**config.mk**
```make
export PLATFORM = sky130hd
export DESIGN_NAME = lob_front_flat
export DESIGN_NICKNAME = d
export VERILOG_FILES = /design/src/lob_pkg.sv /design/src/lob_if.sv /design/src/lob_front.sv /design/src/flat_wrapper.sv
export SDC_FILE = /design/constraint.sdc
export NUM_CORES = 1
export LEC_CHECK = 0
export BUFFER_PORTS_ARGS = -buffer_cell sky130_fd_sc_hd__buf_2
export CAP_MARGIN = 5
export CORE_MARGIN = 5
export CORE_UTILIZATION = 45
export DETAILED_ROUTE_END_ITERATION = 10
export PLACE_DENSITY = 0.73
export SLEW_MARGIN = 20
export SYNTH_ARGS = -nofsm -noshare
export SYNTH_HDL_FRONTEND = slang
export SYNTH_SLANG_ARGS = --single-unit
```
**constraint.sdc**
```tcl
create_clock -name i_clk -period 5.8 [get_ports i_clk]
set_clock_uncertainty 0.1 [all_clocks]
set_input_delay 0.29 -clock i_clk [delete_from_list [all_inputs] [get_ports i_clk]]
set_output_delay 0.29 -clock i_clk [all_outputs]
set_load 0.005 [all_outputs]
```
**src/lob_pkg.sv**
```systemverilog
// Shared types and codes for the order book matcher.
`timescale 1ns / 1ps
package lob_pkg;

    // Width of counts and positions, sized for the largest book depth.
    localparam int LOB_CW = 9;

    // Command modes on the input word.
    localparam logic [3:0] MODE_LIM_BUY  = 4'd0;
    localparam logic [3:0] MODE_LIM_SELL = 4'd1;
    localparam logic [3:0] MODE_MKT_BUY  = 4'd2;
    localparam logic [3:0] MODE_MKT_SELL = 4'd3;
    localparam logic [3:0] MODE_PEG_BUY  = 4'd4;
    localparam logic [3:0] MODE_PEG_SELL = 4'd5;
    localparam logic [3:0] MODE_CANCEL   = 4'd6;
    localparam logic [3:0] MODE_CHG_MKT  = 4'd7;
    localparam logic [3:0] MODE_CHG_LIM  = 4'd8;

    // Status codes on the closing word.
    localparam logic [1:0] ST_DONE     = 2'd0;
    localparam logic [1:0] ST_FULL     = 2'd1;
    localparam logic [1:0] ST_NOTFOUND = 2'd2;

    // Table indexes: limit books, market queues, pegged lists.
    localparam logic [2:0] BK_BID   = 3'd0;
    localparam logic [2:0] BK_ASK   = 3'd1;
    localparam logic [2:0] BK_MBUY  = 3'd2;
    localparam logic [2:0] BK_MSELL = 3'd3;
    localparam logic [2:0] BK_PBUY  = 3'd4;
    localparam logic [2:0] BK_PSELL = 3'd5;
    localparam int         NUM_BK   = 6;

    typedef enum logic [2:0] {
        OP_NOP, OP_LIM, OP_MKT, OP_PEG, OP_CAN, OP_CHM, OP_CHL
    } t_op;

    // Decoded command passed from the front end to the execution engine.
    typedef struct packed {
        t_op         op;
        logic        side;
        logic [15:0] id;
        logic [23:0] qty;
        logic [31:0] px;
    } t_cmd;

    typedef enum logic [2:0] {BK_NOP, BK_INS, BK_DEL, BK_SETQ, BK_SCAN} t_bk_op;

    // Scan kinds: insert position in a descending or ascending book,
    // insert position by id, or search for an id.
    typedef enum logic [1:0] {SK_DESC, SK_ASC, SK_ID, SK_FIND} t_scan;

    typedef struct packed {
        t_bk_op            op;
        t_scan             kind;
        logic [LOB_CW-1:0] pos;
        logic [31:0]       px;
        logic [15:0]       id;
        logic [23:0]       qty;
    } t_bk_cmd;

    typedef struct packed {
        logic [LOB_CW-1:0] cnt;
        logic              done;
        logic              found;
        logic [LOB_CW-1:0] pos;
        logic [31:0]       px0;
        logic [15:0]       id0;
        logic [23:0]       qty0;
    } t_bk_stat;

endpackage

```
**src/lob_if.sv**
```systemverilog
// Valid/ready channel interfaces for command words and result words.
`timescale 1ns / 1ps
interface lob_in_if;
    logic        valid;
    logic        ready;
    logic [3:0]  mode;
    logic [15:0] order_id;
    logic [23:0] quantity;
    logic [31:0] price;
    modport source(output valid, mode, order_id, quantity, price, input ready);
    modport sink(input valid, mode, order_id, quantity, price, output ready);
endinterface


```
**src/lob_front.sv**
```systemverilog
// Front end: accepts command words, decodes them and queues them for the engine.
`timescale 1ns / 1ps
module lob_front (
    input  logic          i_clk,
    input  logic          i_rst_n,
    lob_in_if.sink        i_in,
    output logic          o_cmd_valid,
    output lob_pkg::t_cmd o_cmd,
    input  logic          i_cmd_ready
);
    import lob_pkg::*;

    t_cmd       r_q [2];
    logic       r_wp, r_rp;
    logic [1:0] r_cnt;
    logic       push, pop;
    t_cmd       dec;

    // Classify the mode into an operation and a side.
    always_comb begin
        dec.id   = i_in.order_id;
        dec.qty  = i_in.quantity;
        dec.px   = i_in.price;
        dec.side = 1'b0;
        unique case (i_in.mode)
            MODE_LIM_BUY:  dec.op = OP_LIM;
            MODE_LIM_SELL: begin dec.op = OP_LIM; dec.side = 1'b1; end
            MODE_MKT_BUY:  dec.op = OP_MKT;
            MODE_MKT_SELL: begin dec.op = OP_MKT; dec.side = 1'b1; end
            MODE_PEG_BUY:  dec.op = OP_PEG;
            MODE_PEG_SELL: begin dec.op = OP_PEG; dec.side = 1'b1; end
            MODE_CANCEL:   dec.op = OP_CAN;
            MODE_CHG_MKT:  dec.op = OP_CHM;
            MODE_CHG_LIM:  dec.op = OP_CHL;
            default:       dec.op = OP_NOP;
        endcase
    end

    assign i_in.ready  = (r_cnt != 2'd2);
    assign push        = i_in.valid && i_in.ready;
    assign o_cmd_valid = (r_cnt != 2'd0);
    assign o_cmd       = r_q[r_rp];
    assign pop         = o_cmd_valid && i_cmd_ready;

    // Two-entry queue between the front end and the engine.
    always_ff @(posedge i_clk) begin
        if (push) begin
            r_q[r_wp] <= dec;
        end
        if (!i_rst_n) begin
            r_wp  <= 1'b0;
            r_rp  <= 1'b0;
            r_cnt <= 2'd0;
        end else begin
            if (push) r_wp <= ~r_wp;
            if (pop) r_rp <= ~r_rp;
            unique case ({push, pop})
                2'b10:   r_cnt <= r_cnt + 2'd1;
                2'b01:   r_cnt <= r_cnt - 2'd1;
                default: r_cnt <= r_cnt;
            endcase
        end
    end

endmodule

```
**src/flat_wrapper.sv**
```systemverilog
// flat-port wrapper written by rule: the top's interface ports become plain ports
module lob_front_flat import lob_pkg::*;
  (i_clk, i_rst_n, o_cmd_valid, o_cmd, i_cmd_ready, i_in_valid, i_in_mode, i_in_order_id, i_in_quantity, i_in_price, i_in_ready);
  lob_in_if i_in_i ();
  input  logic i_clk;
  input  logic i_rst_n;
  output logic o_cmd_valid;
  output lob_pkg::t_cmd o_cmd;
  input  logic i_cmd_ready;
  input wire logic [$bits(i_in_i.valid)-1:0] i_in_valid;
  input wire logic [$bits(i_in_i.mode)-1:0] i_in_mode;
  input wire logic [$bits(i_in_i.order_id)-1:0] i_in_order_id;
  input wire logic [$bits(i_in_i.quantity)-1:0] i_in_quantity;
  input wire logic [$bits(i_in_i.price)-1:0] i_in_price;
  output wire logic [$bits(i_in_i.ready)-1:0] i_in_ready;
  assign i_in_i.valid = i_in_valid;
  assign i_in_i.mode = i_in_mode;
  assign i_in_i.order_id = i_in_order_id;
  assign i_in_i.quantity = i_in_quantity;
  assign i_in_i.price = i_in_price;
  assign i_in_ready = i_in_i.ready;
  lob_front u_core (.i_clk(i_clk), .i_rst_n(i_rst_n), .i_in(i_in_i), .o_cmd_valid(o_cmd_valid), .o_cmd(o_cmd), .i_cmd_ready(i_cmd_ready));
endmodule
```
==> results.yml <==
min_path:
  holdPathEnd: "u_core.r_cnt[0]"
  hold_path_depth: 2
  hp-start: "i_rst_n"
  hold_path_class: "in -> reg"
floorplanning:
  die_area_um2: 15200
  die_h_um: 123
  start_util_pct: 45.8
  die_width_um: 123
  core-area_um2: 12600
  num_io_pins: 158
  rows: 41
placement:
  gp_congestion: 0.759
  post-dp-hpwl_mm: 6.76
  dp.cells: 592
  port_buffers: 157
layout:
  n_antenna_cell: 0
  drive_above_1_share_pct: 51.1
  final_cells: 695
  syn2layout_area_growth_pct: 39.8
  final_nets: 592
clock_tree:
  clockBufferDepth: 2
  clock-sinks: 157
  cts_htree_levels: 4
  cts_tree: "yes"
  cts-root-buf: "clkbuf_16"
  postCtsSetupRepairBufs: 0
  clk_pin_slew_ns: 0.05
  clock_latency_ns: 0.41
  cts_buffers: 17
worst_setup_path:
  cp.required_ns: 5.41
  r2r-start: "u_core.r_cnt[0]"
  crit_arrival_ns: 2.02
  slowest_stage: "dfxtp_4"
  r2r-end: "u_core.r_q[0][10]"
  critical_path_class: "reg -> out"
  critPathBufInv: 1
  crit_path_cell_trace: "mux2_2, buf_2"
  crit_path_end_kind: "primary output"
  r2r_cells: 4
  start_kind: "flip-flop"
  path_delay_family: "flip-flops"
  cpPeakStageDelay_ns: 1.00
  cp_max_fo: 76
  ff2ff_setup_slack_ns: 3.40
logic_synthesis:
  syn_inst: 270
  ys_seq_area_share_pct: 81.0
  synth_warnings: 0
  yosys.cell_types.count: 26
  yosysTopAreaCellShare_pct: 79.2
  synth_area_um2: 5760
  synth.area.top_cells: "edfxtp_1 79%, mux2_2 15%, dfxtp_1 1.7%"
  yosys.area.top_type: "edfxtp_1"
  synth.avg_cell_area_um2: 21.3
  syn_nets: 351
  ys_seq_elements: 157
route:
  drc: 0
  firstDrtPassIters: 4
  ant_nets: 0
  finalWirelength_mm: 11.5
  drt-initial-drc-count: 155
  via_per_inst: 4.74
  num_vias: 3291
  wl_per_cell_um: 16.5
global_route:
  grt_max_degree: 77
  antenna_found_initial: 0
  overflow: 0
  grt_pass1_wl_mm: 17.3
  grt_pass1_vias: 3574
  grt_usage_pct: 15.4
timing:
  maxSlewHeadroom_pct: 28.6
  rsz0062_at_grt: "false"
  worstMarginPinSlew_ns: 1.07
  finalSetupViolations: 0
  period_minus_slack_ns: 2.41
  fin_tns_setup_ns: 0
  drv_slew: 0
  hold_viol: 0
  period_share_pct: 41.6
  max_freq_mhz: 415
power_and_ir_drop:
  power_leakage_nw: 3.04
  cellPowerDensity_nw_per_um2: 417
  peakVddDrop_v: 0.000310
flow_run:
  drv_cap: 0
outcome:
  status: "finished, final reports clean"
## registers in the layout, summed over array words and instances (netlist names), named ones only
register and cells:
u_core.r_rp 1, u_core.r_cnt 2, u_core.r_q 152, u_core.r_wp 1
## repair_timing
item,4_1_cts,5_1_grt
gates resized for setup,0,0
hold endpoints to repair,144,0
hold buffers,72,0
## worst register-to-register path: stages (launching register included)
cell and delay (ns):
dfxtp_1 0.43, nand2b_1 0.24, nand3b_1 0.16, clkinv_2 0.53, buf_4 0.58
## power by group
group / internal [mW] / switching (mW) / leakage (nW)
registers: 1.44 / 0.117 / 1.47
clock network: 0.718 / 0.398 / 0.296
logic: 0.400 / 0.290 / 1.28
## worst max-delay path by stage
stage	startpoint	to	slack, ns	cells past startpoint
detailed placement	u_core.r_cnt[0]	u_core.r_q[0][54]	3.43	4
global placement	u_core.r_cnt[0]	u_core.r_q[0][54]	3.51	4
floorplan	u_core.r_cnt[0]	u_core.r_q[1][0]	2.82	2
CTS	flip-flop	o_cmd[42]	3.31	2
global route	flip-flop	o_cmd[42]	3.25	2
finish	flip-flop	o_cmd[42]	3.39	2
## cell type report
cell class,instances,area [um2]
sequential,157,4670
fill,868,4510
timing repair buffer,230,1510
multi-input combinational,104,1050
clock buffer,24,492
tap,172,215
clock inverter,7,113
inverter,1,5.00
## cells by family (layout without fill, tap and decap cells)
logic type / after synthesis / after routing / synth area share, %
flip-flops: 157 / 157 / 81.0
multiplexers: 76 / 76 / 14.9
AND/OR/NAND/NOR: 16 / 16 / 1.67
buffers and inverters: 9 / 262 / 0.934
AO/OA/AOI/OAI: 8 / 8 / 0.912
XOR/XNOR: 3 / 3 / 0.456
adder cells (fa/ha/maj): 1 / 1 / 0.217
## placed cells by master (no fill, tap or decap), types with 2 or more instances in the layout
master / n
edfxtp_1: 152
bufinv_16: 3
clkbuf_16: 17
nand2_1: 4
clkinv_2: 4
dfxtp_1: 4
a21oi_1: 2
mux2_2: 76
dlygate4sd3_1: 72
o21ai_0: 2
nor2b_1: 2
xnor2_1: 3
buf_2: 157
clkbuf_8: 4
clkbuf_1: 3
## Yosys cell counts
cell type,instances
a21bo_2,1
a21boi_0,1
a21boi_1,1
a21oi_1,2
and2_1,1
and3_1,1
and3b_1,1
buf_2,4
buf_4,4
dfxtp_1,5
edfxtp_1,152
ha_1,1
inv_1,1
mux2_2,76
nand2_1,4
nand2b_1,1
nand3b_1,1
nor2_1,1
nor2b_1,2
nor3b_1,1
o21a_1,1
o21ai_0,2
or2_2,1
or3_1,1
or4b_1,1
xnor2_1,3
## through the flow
| step | hold slack (ns) | power, mW | setup slack, ns | utilization [%] | area, um2 |
|---|---|---|---|---|---|
| detailed placement | 0.381 | 2.24 | 3.43 | 53.5 | 6730 |
| CTS | 0.0329 | 3.40 | 3.31 | 64.1 | 8060 |
| finish | 0.0551 | 3.36 | 3.39 | 64.1 | 8060 |
| global placement | 0.379 | 2.22 | 3.51 | 53.5 | 6730 |
| global route | 0.0464 | 3.51 | 3.25 | 64.1 | 8060 |
| floorplan | 0.289 | 1.94 | 2.82 | - | 5760 |
## routing by layer
metal	wire length [um]	up-vias	track usage, %
met5	0	-	0
met4	262	0	7.40
met3	688	19	5.31
met2	5930	109	27.0
met1	4580	1608	16.7
li1	-	1555	-
(Power assumes the default switching activity.)
