--- config.mk ---
export PLATFORM = sky130hd
export DESIGN_NAME = lob_engine_flat
export DESIGN_NICKNAME = d
export VERILOG_FILES = /design/src/lob_pkg.sv /design/src/lob_if.sv /design/src/lob_engine.sv /design/src/flat_wrapper.sv
export SDC_FILE = /design/constraint.sdc
export NUM_CORES = 1
export LEC_CHECK = 0
export BUFFER_PORTS_ARGS = -buffer_cell sky130_fd_sc_hd__buf_2
export CORE_AREA = 4 4 466 468
export CTS_CLUSTER_SIZE = 28
export DETAILED_ROUTE_END_ITERATION = 8
export DIE_AREA = 0 0 470 472
export MAX_ROUTING_LAYER = met4
export PLACE_DENSITY = 0.4
export SYNTH_ARGS = -nofsm -noshare
export SYNTH_HDL_FRONTEND = slang
export SYNTH_SLANG_ARGS = --single-unit
--- constraint.sdc ---
create_clock -name i_clk -period 14 [get_ports i_clk]
set_input_delay 2.8 -clock i_clk [delete_from_list [all_inputs] [get_ports i_clk]]
set_output_delay 2.8 -clock i_clk [all_outputs]
set_load 0.01 [all_outputs]
--- src/lob_pkg.sv ---
// Shared types and codes for the order book matcher.
`timescale 1ns / 1ps
package lob_pkg;

    // Width of counts and positions, sized for the largest book depth.
    localparam int LOB_CW = 9;

    // Command modes on the input word.
    localparam logic [3:0] MODE_LIM_BUY  = 4'd0;
    localparam logic [3:0] MODE_LIM_SELL = 4'd1;
    localparam logic [3:0] MODE_MKT_BUY  = 4'd2;
    localparam logic [3:0] MODE_MKT_SELL = 4'd3;
    localparam logic [3:0] MODE_PEG_BUY  = 4'd4;
    localparam logic [3:0] MODE_PEG_SELL = 4'd5;
    localparam logic [3:0] MODE_CANCEL   = 4'd6;
    localparam logic [3:0] MODE_CHG_MKT  = 4'd7;
    localparam logic [3:0] MODE_CHG_LIM  = 4'd8;

    // Status codes on the closing word.
    localparam logic [1:0] ST_DONE     = 2'd0;
    localparam logic [1:0] ST_FULL     = 2'd1;
    localparam logic [1:0] ST_NOTFOUND = 2'd2;

    // Table indexes: limit books, market queues, pegged lists.
    localparam logic [2:0] BK_BID   = 3'd0;
    localparam logic [2:0] BK_ASK   = 3'd1;
    localparam logic [2:0] BK_MBUY  = 3'd2;
    localparam logic [2:0] BK_MSELL = 3'd3;
    localparam logic [2:0] BK_PBUY  = 3'd4;
    localparam logic [2:0] BK_PSELL = 3'd5;
    localparam int         NUM_BK   = 6;

    typedef enum logic [2:0] {
        OP_NOP, OP_LIM, OP_MKT, OP_PEG, OP_CAN, OP_CHM, OP_CHL
    } t_op;

    // Decoded command passed from the front end to the execution engine.
    typedef struct packed {
        t_op         op;
        logic        side;
        logic [15:0] id;
        logic [23:0] qty;
        logic [31:0] px;
    } t_cmd;

    typedef enum logic [2:0] {BK_NOP, BK_INS, BK_DEL, BK_SETQ, BK_SCAN} t_bk_op;

    // Scan kinds: insert position in a descending or ascending book,
    // insert position by id, or search for an id.
    typedef enum logic [1:0] {SK_DESC, SK_ASC, SK_ID, SK_FIND} t_scan;

    typedef struct packed {
        t_bk_op            op;
        t_scan             kind;
        logic [LOB_CW-1:0] pos;
        logic [31:0]       px;
        logic [15:0]       id;
        logic [23:0]       qty;
    } t_bk_cmd;

    typedef struct packed {
        logic [LOB_CW-1:0] cnt;
        logic              done;
        logic              found;
        logic [LOB_CW-1:0] pos;
        logic [31:0]       px0;
        logic [15:0]       id0;
        logic [23:0]       qty0;
    } t_bk_stat;

endpackage

--- src/lob_if.sv ---


interface lob_out_if;
    logic        valid;
    logic        ready;
    logic        is_trade;
    logic [31:0] trade_price;
    logic [23:0] trade_quantity;
    logic [1:0]  status;
    logic        last;
    modport source(output valid, is_trade, trade_price, trade_quantity, status, last,
                   input ready);
    modport sink(input valid, is_trade, trade_price, trade_quantity, status, last,
                 output ready);
endinterface

--- src/lob_engine.sv ---
// Back end: carries out commands on the tables, matches, and emits result words.
`timescale 1ns / 1ps
module lob_engine #(
    parameter int BOOK_DEPTH   = 16,
    parameter int PEG_DEPTH    = 8,
    parameter int MARKET_DEPTH = 4
) (
    input  logic              i_clk,
    input  logic              i_rst_n,
    input  logic              i_cmd_valid,
    input  lob_pkg::t_cmd     i_cmd,
    output logic              o_cmd_ready,
    output lob_pkg::t_bk_cmd  o_bk [lob_pkg::NUM_BK],
    input  lob_pkg::t_bk_stat i_bk [lob_pkg::NUM_BK],
    lob_out_if.source         o_out
);
    import lob_pkg::*;

    localparam logic [2:0] S_IDLE  = 3'd0;
    localparam logic [2:0] S_POS   = 3'd1;
    localparam logic [2:0] S_FIND  = 3'd2;
    localparam logic [2:0] S_CHL   = 3'd3;
    localparam logic [2:0] S_SWEEP = 3'd4;
    localparam logic [2:0] S_CROSS = 3'd5;
    localparam logic [2:0] S_STAT  = 3'd6;

    logic [2:0]  r_state, n_state;
    t_cmd        r_cmd, n_cmd;
    logic [2:0]  r_tb, n_tb;
    logic        r_sw, n_sw;
    logic        r_after, n_after;
    logic [1:0]  r_st, n_st;
    logic        r_ov;
    logic        r_out_trade, r_out_last;
    logic [31:0] r_out_px;
    logic [23:0] r_out_qty;
    logic [1:0]  r_out_st;

    logic        out_free, emit, e_trade, e_last;
    logic [31:0] e_px;
    logic [23:0] e_qty;
    logic [1:0]  e_st;
    logic        add_go;
    logic [2:0]  a_tb, sel, mb, lb, pb;
    t_cmd        a_c;
    logic [LOB_CW-1:0] cap [NUM_BK];
    logic [NUM_BK-1:0] dones, founds;
    logic        use_peg, use_pb, use_pa;
    logic [23:0] top_q, mkt_q, bq, aq, tq;

    assign cap[0] = LOB_CW'(BOOK_DEPTH);
    assign cap[1] = LOB_CW'(BOOK_DEPTH);
    assign cap[2] = LOB_CW'(MARKET_DEPTH);
    assign cap[3] = LOB_CW'(MARKET_DEPTH);
    assign cap[4] = LOB_CW'(PEG_DEPTH);
    assign cap[5] = LOB_CW'(PEG_DEPTH);

    assign out_free = !r_ov || o_out.ready;

    // Reduce the head entry: remove it when emptied, else rewrite its quantity.
    function automatic t_bk_cmd take_cmd(logic [23:0] left);
        t_bk_cmd c;
        c     = '0;
        c.op  = (left == 24'd0) ? BK_DEL : BK_SETQ;
        c.qty = left;
        return c;
    endfunction

    always_comb begin
        for (int k = 0; k < NUM_BK; k++) begin
            dones[k]  = i_bk[k].done;
            founds[k] = i_bk[k].found;
        end
    end

    // Heads of the matching tables for the sweep side and for the book cross.
    always_comb begin
        mb      = {2'b01, r_sw};
        lb      = {2'b00, ~r_sw};
        pb      = {2'b10, ~r_sw};
        use_peg = (i_bk[pb].cnt != '0) && (i_bk[pb].id0 < i_bk[lb].id0);
        top_q   = use_peg ? i_bk[pb].qty0 : i_bk[lb].qty0;
        mkt_q   = i_bk[mb].qty0;
        use_pb  = (i_bk[BK_PBUY].cnt != '0) && (i_bk[BK_PBUY].id0 < i_bk[BK_BID].id0);
        use_pa  = (i_bk[BK_PSELL].cnt != '0) && (i_bk[BK_PSELL].id0 < i_bk[BK_ASK].id0);
        bq      = use_pb ? i_bk[BK_PBUY].qty0 : i_bk[BK_BID].qty0;
        aq      = use_pa ? i_bk[BK_PSELL].qty0 : i_bk[BK_ASK].qty0;
        if (r_state == S_CROSS) tq = (bq < aq) ? bq : aq;
        else tq = (mkt_q < top_q) ? mkt_q : top_q;
    end

    // Command sequencer.
    always_comb begin
        n_state     = r_state;
        n_cmd       = r_cmd;
        n_tb        = r_tb;
        n_sw        = r_sw;
        n_after     = r_after;
        n_st        = r_st;
        o_cmd_ready = 1'b0;
        emit        = 1'b0;
        e_trade     = 1'b0;
        e_px        = '0;
        e_qty       = '0;
        e_st        = ST_DONE;
        e_last      = 1'b0;
        add_go      = 1'b0;
        a_tb        = BK_BID;
        a_c         = r_cmd;
        sel         = BK_BID;
        for (int k = 0; k < NUM_BK; k++) o_bk[k] = '0;

        unique case (r_state)
            S_IDLE: begin
                o_cmd_ready = 1'b1;
                if (i_cmd_valid) begin
                    n_cmd = i_cmd;
                    unique case (i_cmd.op)
                        OP_LIM: begin
                            add_go = 1'b1;
                            a_tb   = {2'b00, i_cmd.side};
                            a_c    = i_cmd;
                        end
                        OP_PEG: begin
                            add_go = 1'b1;
                            a_tb   = {2'b10, i_cmd.side};
                            a_c    = i_cmd;
                        end
                        OP_MKT: begin
                            a_tb = {2'b01, i_cmd.side};
                            if (i_cmd.qty == 24'd0) begin
                                n_st    = ST_DONE;
                                n_state = S_STAT;
                            end else if (i_bk[a_tb].cnt >= cap[a_tb]) begin
                                n_st    = ST_FULL;
                                n_state = S_STAT;
                            end else begin
                                o_bk[a_tb].op  = BK_INS;
                                o_bk[a_tb].pos = i_bk[a_tb].cnt;
                                o_bk[a_tb].id  = i_cmd.id;
                                o_bk[a_tb].qty = i_cmd.qty;
                                n_sw    = i_cmd.side;
                                n_after = 1'b0;
                                n_state = S_SWEEP;
                            end
                        end
                        OP_CAN, OP_CHM, OP_CHL: begin
                            for (int k = 0; k < NUM_BK; k++) begin
                                o_bk[k].op   = BK_SCAN;
                                o_bk[k].kind = SK_FIND;
                                o_bk[k].id   = i_cmd.id;
                            end
                            n_state = S_FIND;
                        end
                        default: begin
                            n_st    = ST_DONE;
                            n_state = S_STAT;
                        end
                    endcase
                end
            end
            S_POS: begin
                if (i_bk[r_tb].done) begin
                    o_bk[r_tb].op  = BK_INS;
                    o_bk[r_tb].pos = i_bk[r_tb].pos;
                    o_bk[r_tb].px  = r_cmd.px;
                    o_bk[r_tb].id  = r_cmd.id;
                    o_bk[r_tb].qty = r_cmd.qty;
                    n_sw    = ~r_tb[0];
                    n_after = 1'b1;
                    n_state = S_SWEEP;
                end
            end
            S_FIND: begin
                if (&dones) begin
                    n_st    = ST_NOTFOUND;
                    n_state = S_STAT;
                    if (r_cmd.op == OP_CAN) begin
                        for (int k = NUM_BK - 1; k >= 0; k--) begin
                            if (founds[k]) sel = 3'(k);
                        end
                        if (founds != '0) begin
                            o_bk[sel].op  = BK_DEL;
                            o_bk[sel].pos = i_bk[sel].pos;
                            n_st = ST_DONE;
                        end
                    end else if (r_cmd.op == OP_CHM) begin
                        sel = founds[BK_MBUY] ? BK_MBUY : BK_MSELL;
                        if (founds[BK_MBUY] || founds[BK_MSELL]) begin
                            o_bk[sel].op  = (r_cmd.qty == 24'd0) ? BK_DEL : BK_SETQ;
                            o_bk[sel].pos = i_bk[sel].pos;
                            o_bk[sel].qty = r_cmd.qty;
                            n_st = ST_DONE;
                        end
                    end else begin
                        sel = founds[BK_BID] ? BK_BID : BK_ASK;
                        if (founds[BK_BID] || founds[BK_ASK]) begin
                            o_bk[sel].op  = BK_DEL;
                            o_bk[sel].pos = i_bk[sel].pos;
                            n_tb    = sel;
                            n_state = S_CHL;
                        end
                    end
                end
            end
            S_CHL: begin
                add_go = 1'b1;
                a_tb   = r_tb;
                a_c    = r_cmd;
            end
            S_SWEEP: begin
                if (i_bk[mb].cnt != '0 && i_bk[lb].cnt != '0) begin
                    if (out_free) begin
                        emit    = 1'b1;
                        e_trade = 1'b1;
                        e_px    = i_bk[lb].px0;
                        e_qty   = tq;
                        o_bk[use_peg ? pb : lb] = take_cmd(top_q - tq);
                        o_bk[mb]                = take_cmd(mkt_q - tq);
                    end
                end else if (r_after) begin
                    n_state = S_CROSS;
                end else begin
                    n_st    = ST_DONE;
                    n_state = S_STAT;
                end
            end
            S_CROSS: begin
                if (i_bk[BK_BID].cnt != '0 && i_bk[BK_ASK].cnt != '0
                        && i_bk[BK_BID].px0 >= i_bk[BK_ASK].px0) begin
                    if (out_free) begin
                        emit    = 1'b1;
                        e_trade = 1'b1;
                        e_px    = i_bk[BK_BID].px0;
                        e_qty   = tq;
                        o_bk[use_pb ? BK_PBUY : BK_BID]  = take_cmd(bq - tq);
                        o_bk[use_pa ? BK_PSELL : BK_ASK] = take_cmd(aq - tq);
                    end
                end else begin
                    n_st    = ST_DONE;
                    n_state = S_STAT;
                end
            end
            S_STAT: begin
                if (out_free) begin
                    emit    = 1'b1;
                    e_st    = r_st;
                    e_last  = 1'b1;
                    n_state = S_IDLE;
                end
            end
            default: n_state = S_IDLE;
        endcase

        // Start of a limit or pegged add: drop checks, then the position scan.
        if (add_go) begin
            if (a_c.qty == 24'd0) begin
                n_st    = ST_DONE;
                n_state = S_STAT;
            end else if (i_bk[a_tb].cnt >= cap[a_tb]) begin
                n_st    = ST_FULL;
                n_state = S_STAT;
            end else begin
                o_bk[a_tb].op   = BK_SCAN;
                o_bk[a_tb].kind = a_tb[2] ? SK_ID : (a_tb[0] ? SK_ASC : SK_DESC);
                o_bk[a_tb].px   = a_c.px;
                o_bk[a_tb].id   = a_c.id;
                n_tb    = a_tb;
                n_state = S_POS;
            end
        end
    end

    always_ff @(posedge i_clk) begin
        r_cmd   <= n_cmd;
        r_tb    <= n_tb;
        r_sw    <= n_sw;
        r_after <= n_after;
        r_st    <= n_st;
        if (emit) begin
            r_out_trade <= e_trade;
            r_out_px    <= e_px;
            r_out_qty   <= e_qty;
            r_out_st    <= e_st;
            r_out_last  <= e_last;
        end
        if (!i_rst_n) begin
            r_state <= S_IDLE;
            r_ov    <= 1'b0;
        end else begin
            r_state <= n_state;
            if (emit) r_ov <= 1'b1;
            else if (o_out.ready) r_ov <= 1'b0;
        end
    end

    assign o_out.valid          = r_ov;
    assign o_out.is_trade       = r_out_trade;
    assign o_out.trade_price    = r_out_px;
    assign o_out.trade_quantity = r_out_qty;
    assign o_out.status         = r_out_st;
    assign o_out.last           = r_out_last;

    // Trades only come out of the sweep and cross loops.
    a_trade_state: assert property (@(posedge i_clk) disable iff (!i_rst_n)
        (emit && e_trade) |-> (r_state == S_SWEEP || r_state == S_CROSS))
        else $error("trade emitted outside matching");

    // The bid book never holds more than its depth.
    a_bid_cap: assert property (@(posedge i_clk) disable iff (!i_rst_n)
        i_bk[BK_BID].cnt <= LOB_CW'(BOOK_DEPTH))
        else $error("bid book over depth");

    // The closing word ends the command.
    a_stat_end: assert property (@(posedge i_clk) disable iff (!i_rst_n)
        (r_state == S_STAT && out_free) |=> (r_state == S_IDLE))
        else $error("status word did not end command");

endmodule

--- src/flat_wrapper.sv ---
// flat-port wrapper written by rule: the top's interface ports become plain ports
module lob_engine_flat import lob_pkg::*;
#(
    parameter int BOOK_DEPTH   = 16,
    parameter int PEG_DEPTH    = 8,
    parameter int MARKET_DEPTH = 4
)
  (i_clk, i_rst_n, i_cmd_valid, i_cmd, o_cmd_ready, o_bk, i_bk, o_out_valid, o_out_is_trade, o_out_trade_price, o_out_trade_quantity, o_out_status, o_out_last, o_out_ready);
  lob_out_if o_out_i ();
  input  logic i_clk;
  input  logic i_rst_n;
  input  logic i_cmd_valid;
  input  lob_pkg::t_cmd i_cmd;
  output logic o_cmd_ready;
  output lob_pkg::t_bk_cmd o_bk[lob_pkg::NUM_BK];
  input  lob_pkg::t_bk_stat i_bk[lob_pkg::NUM_BK];
  output wire logic [$bits(o_out_i.valid)-1:0] o_out_valid;
  output wire logic [$bits(o_out_i.is_trade)-1:0] o_out_is_trade;
  output wire logic [$bits(o_out_i.trade_price)-1:0] o_out_trade_price;
  output wire logic [$bits(o_out_i.trade_quantity)-1:0] o_out_trade_quantity;
  output wire logic [$bits(o_out_i.status)-1:0] o_out_status;
  output wire logic [$bits(o_out_i.last)-1:0] o_out_last;
  input wire logic [$bits(o_out_i.ready)-1:0] o_out_ready;
  assign o_out_valid = o_out_i.valid;
  assign o_out_is_trade = o_out_i.is_trade;
  assign o_out_trade_price = o_out_i.trade_price;
  assign o_out_trade_quantity = o_out_i.trade_quantity;
  assign o_out_status = o_out_i.status;
  assign o_out_last = o_out_i.last;
  assign o_out_i.ready = o_out_ready;
  lob_engine #(.BOOK_DEPTH(BOOK_DEPTH), .PEG_DEPTH(PEG_DEPTH), .MARKET_DEPTH(MARKET_DEPTH)) u_core (.i_clk(i_clk), .i_rst_n(i_rst_n), .i_cmd_valid(i_cmd_valid), .i_cmd(i_cmd), .o_cmd_ready(o_cmd_ready), .o_bk(o_bk), .i_bk(i_bk), .o_out(o_out_i));
endmodule
==> flow_metrics.env, run 1 <==
export IMPL_worst_endpoint_arrival_ns=11.73
export IMPL_switchingPower_w=0.00426
export IMPL_net_total_in_the_final_layout=5886
export IMPL_dp_hpwl_microns=209000
export IMPL_global_route_overflow_total=0
export IMPL_clock_skew_ns=0.0289
export IMPL_globalRoute_busiestLayer="met2"
export IMPL_post_route_worst_setup_slack_ns=-0.528
export IMPL_coreArea_sq_um=214000
export IMPL_synthesis_yosys_warnings=0
export IMPL_status="complete, but fails checks"
export IMPL_timing_hold_worst_path_depth=2
export IMPL_post_drt_via_cell_ratio=4.66
export IMPL_synth_edf_count=137
export IMPL_htree_levels=4
export IMPL_synth_async_reset_ratio_pct=0
export IMPL_timing_critical_path_fanout_max=8
export IMPL_drc=0
export IMPL_clock_path_buffers=2
export IMPL_post_route_cells_drive_above_1_share_pct=48.7
export IMPL_synthesized_nets=4038
export IMPL_syn_area_sq_um=25400
export IMPL_primary_flip_flop_cell_chosen_by_synthesis_mapping="edfxtp_1"
export IMPL_io_buffer_count=1049
export IMPL_finalNonFillerCells=7973
export IMPL_max_freq_mhz=68.8
export IMPL_tightest_slew_ns=1.27
export IMPL_clkSlewWorstSetupHoldPaths_ns=0.07
export IMPL_cts_tree="yes"
export IMPL_max_vdd_ir_drop_v=0.000112
export IMPL_worst_setup_path_type="input port to output pin"
export IMPL_layout_worst_path_cycle_share_pct=104
export IMPL_first_global_vias=35300
export IMPL_combinationalPowerShare_pct=83.3
export IMPL_synth_area_top_cells="edfxtp_1, ha_1, a22o_1, nand2_1, o21ai_0"
export IMPL_relative_contribution_of_the_clock_network_to_total_power_pct=7.0
export IMPL_worstHoldPathType="register to register"
export IMPL_gr_usage_met2_pct=31.4
export IMPL_track_usage_pct=21.5
export IMPL_dp_cells=7838
export IMPL_yosysUniqueCellTypes=116
export IMPL_postSynthCellCount=3246
export IMPL_floorplan_die_width_microns=470
export IMPL_drt_first_iter_violations=3712
export IMPL_grt_pass1_wl_microns=320000
export IMPL_intPower_w=0.00393
export IMPL_whs_ns=0.545
export IMPL_synth_area_per_cell_sq_um=7.82
export IMPL_drt_pre_antenna_iters=6
export IMPL_routed_wire_length_per_instance_microns=30.9
export IMPL_cts_sinks=146
export IMPL_grt_setup_unrepaired="yes"
export IMPL_route_antenna_remaining_nets=0
export IMPL_yosys_register_bits=146
export IMPL_fp_dieArea_sq_um=222000
export IMPL_core_rowCount=170
export IMPL_ctsHoldBuffers=0
export IMPL_worst_skew_pair_late_latency_ns=0.56
export IMPL_routed_wl_microns=246000
export IMPL_fin_tns_setup_ns=-5.02
export IMPL_netlist_top_cell_by_area="edfxtp_1"
export IMPL_final_hold_vios=0
export IMPL_synthDominantCellAreaShare_pct=16.2
export IMPL_swShare_pct=52.0
export IMPL_finalCoreUtilization_pct=20.5
export IMPL_initial_core_util_pct=11.9
export IMPL_syn_to_final_growth_pct=72.6
export IMPL_grt_max_degree=50
export IMPL_power_leakage_nw=20.3
export IMPL_multi_input_comb_area_sq_um=21500
export IMPL_critPathMaxStageDelay_ns=0.56
export IMPL_relative_slew_slack_pct=15.0
export IMPL_grt_antenna_before_repair=61
export IMPL_final_max_slew_viol_count=0
export IMPL_gp_routability_congestion=0.985
export IMPL_cp_start_kind="input port"
export IMPL_synth_seq_area_share_pct=16.9
export IMPL_cts_inserted_buffers=17
export IMPL_maxCapViolCount=0
export IMPL_boundaryPins=1210
export IMPL_powerDensity_nw_per_um2=187
export IMPL_cpMostUsedCell="buf_6"
export IMPL_ff2ff_path_depth=28
export IMPL_die_h_microns=472
export IMPL_violations="negative setup slack"
export IMPL_fillerInstances=24300
export IMPL_clock_root_buffer="clkbuf_16"
export IMPL_worst_ep_required_time_ns=11.20
export IMPL_detailroute_via_count=37100
export IMPL_global_route_usage_met1_pct=29.6
export IMPL_worst_setup_path_end_kind="output pin"
export IMPL_met3_track_demand_over_resource_in_global_routing_pct=3.99
export IMPL_final_min_clock_period_ns=14.53
export IMPL_setup_viol=14
export IMPL_power_frac_seq_pct=9.7
export IMPL_register_area_sq_um=4290
export IMPL_critical_path_slowest_cell="mux4_2"
==> what timing repair did <==
item | in CTS | in global routing
setup buffers | 56 | 31
hold endpoints to repair | 0 | 0
resized for setup | 267 | 143
endpoints found under the setup margin | 112 | 64
cloned | 0 | 0
pin swaps | 108 | 74
==> synth_stat cells, types with 11 or more instances <==
cell type / n
xnor2_1: 104
nand4_1: 44
inv_1: 184
xor2_1: 25
a21o_1: 55
nand2_1: 344
nor3_1: 53
nand2b_1: 41
o31ai_1: 29
a22o_1: 228
a211o_1: 12
a222oi_1: 13
edfxtp_1: 137
o21ai_1: 23
a221o_1: 15
mux2i_1: 99
mux4_2: 25
a31o_2: 11
nor2_1: 201
o221ai_1: 74
a31oi_1: 31
a21oi_1: 152
and3_1: 20
a22oi_1: 72
nor2b_1: 28
mux2_2: 61
a211oi_1: 29
clkbuf_1: 141
o22ai_1: 22
maj3_1: 25
o21ai_0: 243
nor4_1: 35
nand3_1: 61
and2_1: 87
or3_1: 20
buf_2: 20
o21a_1: 17
buf_1: 16
o211ai_1: 21
ha_1: 160
and4_1: 13
==> through the flow <==
step	total power (W)	worst slack [ns]	cell area [sq um]
2_1_floorplan	0.00324	0.00459	25400
6_report	0.00818	-0.528	43800
4_1_cts	0.00790	-0.423	42800
3_3_place_gp	0.00680	-1.91	40400
3_5_place_dp	0.00681	-1.88	40400
5_1_grt	0.00859	-0.771	43800
==> power groups by stage <==
stage	logic, W	registers, W	clock network (W)
3_5_place_dp	0.00601	0.000797	0
2_1_floorplan	0.00250	0.000738	0
4_1_cts	0.00651	0.000789	0.000603
5_1_grt	0.00717	0.000800	0.000613
3_3_place_gp	0.00601	0.000796	0
6_report	0.00681	0.000796	0.000573
==> logic make-up after synthesis <==
family                   count (synthesis)  synth area share [%]
AO/OA/AOI/OAI                         1195                  34.4
adder cells (fa/ha/maj)                193                  9.23
buffers and inverters                  379                  5.96
multiplexers                           189                  9.23
XOR/XNOR                               129                  4.45
AND/OR/NAND/NOR                       1015                  19.8
flip-flops                             146                  16.9
==> placed cells by master (no fill, tap or decap), types with 55 or more instances in the layout <==
master / synthesis / layout
buf_4: 5 / 914
o21ai_0: 243 / 217
o221ai_1: 74 / 62
inv_1: 184 / 171
a21o_1: 55 / 55
and2_1: 87 / 84
buf_2: 20 / 1028
nand2_1: 344 / 338
mux2i_1: 99 / 91
nor2_1: 201 / 183
ha_1: 160 / 136
edfxtp_1: 137 / 137
buf_6: 6 / 55
nand3_1: 61 / 61
a22oi_1: 72 / 69
xnor2_1: 104 / 89
a21oi_1: 152 / 136
a22o_1: 228 / 227
==> critical path, delay by kind of cell <==
| family | cells | cell delay (ns) |
|---|---|---|
| adders and majority gates | 6 | 1.42 |
| buffers and inverters | 10 | 1.35 |
| muxes | 3 | 1.14 |
| and+or+nand+nor | 7 | 1.46 |
| AOI/OAI and AO/OA | 18 | 3.47 |
==> final cells by class <==
type                    instances  area share (%)
well taps                    2838            8.11
clock inverters                15           0.480
repair buffers               2017            29.7
diodes                         28           0.160
clock buffers                  17           0.971
inverters                     191            1.65
multi-input cells            2721            49.1
flip-flops and latches        146            9.81
==> path summary, 6_finish.rpt <==
kind | startpoint | to | slack, ns
hold reg to reg | u_core.r_st[1] | u_core.r_st[1] | 0.54
setup reg to reg | u_core.r_sw | u_core.o_out.trade_quantity[13] | 6.88
setup / recovery | i_bk[27] | o_bk[169] | -0.53
hold / removal | u_core.r_st[1] | u_core.r_st[1] | 0.54
==> registers in the layout, summed over array words and instances (netlist names) <==
register / count
u_core.r_cmd: 75
u_core.o_out.trade_price: 32
u_core.o_out.trade_quantity: 24
u_core.r_state: 3
u_core.r_tb: 3
u_core.o_out.status: 2
u_core.r_st: 2
u_core.o_out.is_trade: 1
u_core.o_out.last: 1
u_core.o_out.valid: 1
u_core.r_after: 1
u_core.r_sw: 1
==> metal layers <==
metal / wire [microns] / vias up / share of wire (%)
met5: 0 / - / 0
met4: 10100 / 0 / 4.1
met3: 17100 / 263 / 6.9
met2: 104000 / 1858 / 42
met1: 114000 / 18700 / 47
li1: - / 16300 / -
(Power assumes the default switching activity.)
==> run 2, diff against run 1 <==
--- a/config.mk
+++ b/config.mk
@@ -6,12 +6,12 @@
 export NUM_CORES = 1
 export LEC_CHECK = 0
 export BUFFER_PORTS_ARGS = -buffer_cell sky130_fd_sc_hd__buf_2
-export CORE_AREA = 4 4 466 468
+export CORE_AREA = 4 4 474 476
 export CTS_CLUSTER_SIZE = 28
 export DETAILED_ROUTE_END_ITERATION = 8
-export DIE_AREA = 0 0 470 472
+export DIE_AREA = 0 0 478 480
 export MAX_ROUTING_LAYER = met4
-export PLACE_DENSITY = 0.4
+export PLACE_DENSITY = 0.39
 export SYNTH_ARGS = -nofsm -noshare
 export SYNTH_HDL_FRONTEND = slang
 export SYNTH_SLANG_ARGS = --single-unit
==> constraint.sdc (replaced) <==
create_clock -name i_clk -period 16 [get_ports i_clk]
set_input_delay 3.2 -clock i_clk [delete_from_list [all_inputs] [get_ports i_clk]]
set_output_delay 3.2 -clock i_clk [all_outputs]
set_load 0.01 [all_outputs]
==> flow_metrics.env, run 2 (synthesized netlist as in run 1, its figures left out) <==
export IMPL_register_area_sq_um=4290
export IMPL_grt_max_degree=59
export IMPL_net_total_in_the_final_layout=5765
export IMPL_core_rowCount=173
export IMPL_regMostFlops="u_core.r_cmd"
export IMPL_max_vdd_ir_drop_v=0.0000898
export IMPL_worst_setup_path_type="input port to output pin"
export IMPL_worst_skew_pair_late_latency_ns=0.54
export IMPL_multi_input_comb_area_sq_um=20500
export IMPL_holdCritStartpoint="u_core.r_st[1]"
export IMPL_mostFrequentLayoutCells="buf_2, buf_4, nand2_1"
export IMPL_combinationalPowerShare_pct=82.7
export IMPL_timing_critical_path_from="i_bk[27]"
export IMPL_clock_root_buffer="clkbuf_16"
export IMPL_relative_contribution_of_the_clock_network_to_total_power_pct=7.1
export IMPL_clock_skew_ns=0.0250
export IMPL_io_buffer_count=1049
export IMPL_maxCapViolCount=0
export IMPL_power_leakage_nw=19.5
export IMPL_ctsHoldBuffers=0
export IMPL_initial_core_util_pct=11.5
export IMPL_cts_tree="yes"
export IMPL_fillerInstances=25300
export IMPL_floorplan_die_width_microns=478
export IMPL_final_common_cell="buf_2"
export IMPL_first_global_vias=34700
export IMPL_clock_path_buffers=2
export IMPL_cp_start_kind="input port"
export IMPL_boundaryPins=1210
export IMPL_fin_tns_setup_ns=0
export IMPL_switchingPower_w=0.00360
export IMPL_routed_wl_microns=246000
export IMPL_routed_wire_length_per_instance_microns=30.9
export IMPL_worst_endpoint_arrival_ns=12.65
export IMPL_fp_dieArea_sq_um=229000
export IMPL_post_route_worst_setup_slack_ns=0.152
export IMPL_tightest_slew_ns=1.40
export IMPL_gp_routability_congestion=0.968
export IMPL_drt_first_iter_violations=3508
export IMPL_intPower_w=0.00314
export IMPL_powerDensity_nw_per_um2=161
export IMPL_cpMostUsedCell="buf_4"
export IMPL_timing_critical_path_fanout_max=5
export IMPL_worst_setup_path_end_kind="output pin"
export IMPL_cts_sinks=146
export IMPL_cts_inserted_buffers=17
export IMPL_r2r_start="u_core.r_sw"
export IMPL_status="completed"
export IMPL_layout_worst_path_cycle_share_pct=99.0
export IMPL_global_route_overflow_total=0
export IMPL_grt_pass1_wl_microns=321000
export IMPL_max_freq_mhz=63.1
export IMPL_track_usage_pct=20.9
export IMPL_post_drt_via_cell_ratio=4.53
export IMPL_drt_pre_antenna_iters=6
export IMPL_critical_path_slowest_cell="or4b_4"
export IMPL_swShare_pct=53.4
export IMPL_grt_setup_unrepaired="yes"
export IMPL_grt_antenna_before_repair=52
export IMPL_setup_viol=0
export IMPL_die_h_microns=480
export IMPL_largest_register_ff_count=75
export IMPL_coreArea_sq_um=221000
export IMPL_htree_levels=4
export IMPL_critPathMaxStageDelay_ns=0.57
export IMPL_finalNonFillerCells=7987
export IMPL_final_max_slew_viol_count=0
export IMPL_clkSlewWorstSetupHoldPaths_ns=0.08
export IMPL_worstHoldPathType="register to register"
export IMPL_place_ws_ns=-0.964
export IMPL_power_frac_seq_pct=10.2
export IMPL_final_min_clock_period_ns=15.85
export IMPL_drc=0
export IMPL_syn_to_final_growth_pct=64.5
export IMPL_final_hold_vios=0
export IMPL_dp_hpwl_microns=212000
export IMPL_post_route_cells_drive_above_1_share_pct=45.0
export IMPL_dp_cells=7910
export IMPL_route_antenna_remaining_nets=0
export IMPL_relative_slew_slack_pct=6.43
export IMPL_detailroute_via_count=36100
export IMPL_worst_ep_required_time_ns=12.80
==> run 2: cell types whose count changed in the layout (fill, tap and decap cells not counted), sizes merged <==
cell and change:
buf -121, clkinv +7, inv -4, bufinv -3
diode -2
==> run 2: stage by stage <==
step,area (sq um),hold WS [ns],utilization (%),total power [W]
final,41700,0.537,18.9,0.00673
after detailed placement,40100,0.526,18.1,0.00594
after floorplan,25400,0.452,-,0.00283
after CTS,41200,0.552,18.6,0.00658
after global placement,40100,0.537,18.1,0.00595
after global routing,41700,0.579,18.9,0.00711
==> run 2: final cells by class <==
type	instances	area share, %
Clock buffer	17	1.02
Sequential cell	146	10.3
Inverter	191	1.72
Clock inverter	15	0.489
Tap cell	2975	8.92
Antenna cell	26	0.156
Timing Repair Buffer	1896	28.3
Multi-Input combinational cell	2721	49.1
==> run 2: timing repair <==
| action | CTS | global route |
|---|---|---|
| setup buffers | 11 | 10 |
| resized for setup | 79 | 82 |
| setup endpoints to repair | 24 | 13 |
| gates cloned | 0 | 0 |
| pin swaps | 43 | 57 |
==> run 2: final timing paths <==
path / end / slack (ns) / cells after the start
setup reg to reg: u_core.o_out.trade_quantity[12] / 8.69 / 28
setup / recovery: o_bk[427] / 0.15 / 45
hold reg to reg: u_core.r_st[1] / 0.54 / 2
hold / removal: u_core.r_st[1] / 0.54 / 2
==> run 2: power groups by stage <==
stage / Clock (W) / Combinational (W) / Sequential, W
detailed placement: 0 / 0.00525 / 0.000690
finish: 0.000475 / 0.00557 / 0.000690
floorplan: 0 / 0.00218 / 0.000646
global placement: 0 / 0.00526 / 0.000692
CTS: 0.000507 / 0.00539 / 0.000684
global route: 0.000514 / 0.00590 / 0.000697
==> run 2: routing by layer <==
layer  track usage [%]  up-vias  wire, microns
met2              30.6     1647         105000
met1              28.6    18300         114000
met4              6.34        0           8790
met3              4.69      225          18800
met5                 -        -              0
li1                  -    16000              -
==> run 2: worst max-delay path, delay by kind of cell <==
family	cells	cell delay, ns
multiplexers	3	1.15
AND/OR/NAND/NOR	12	2.90
XOR/XNOR	1	0.45
AO/OA/AOI/OAI	12	2.39
adder cells (fa/ha/maj)	4	0.81
buffers and inverters	13	1.71
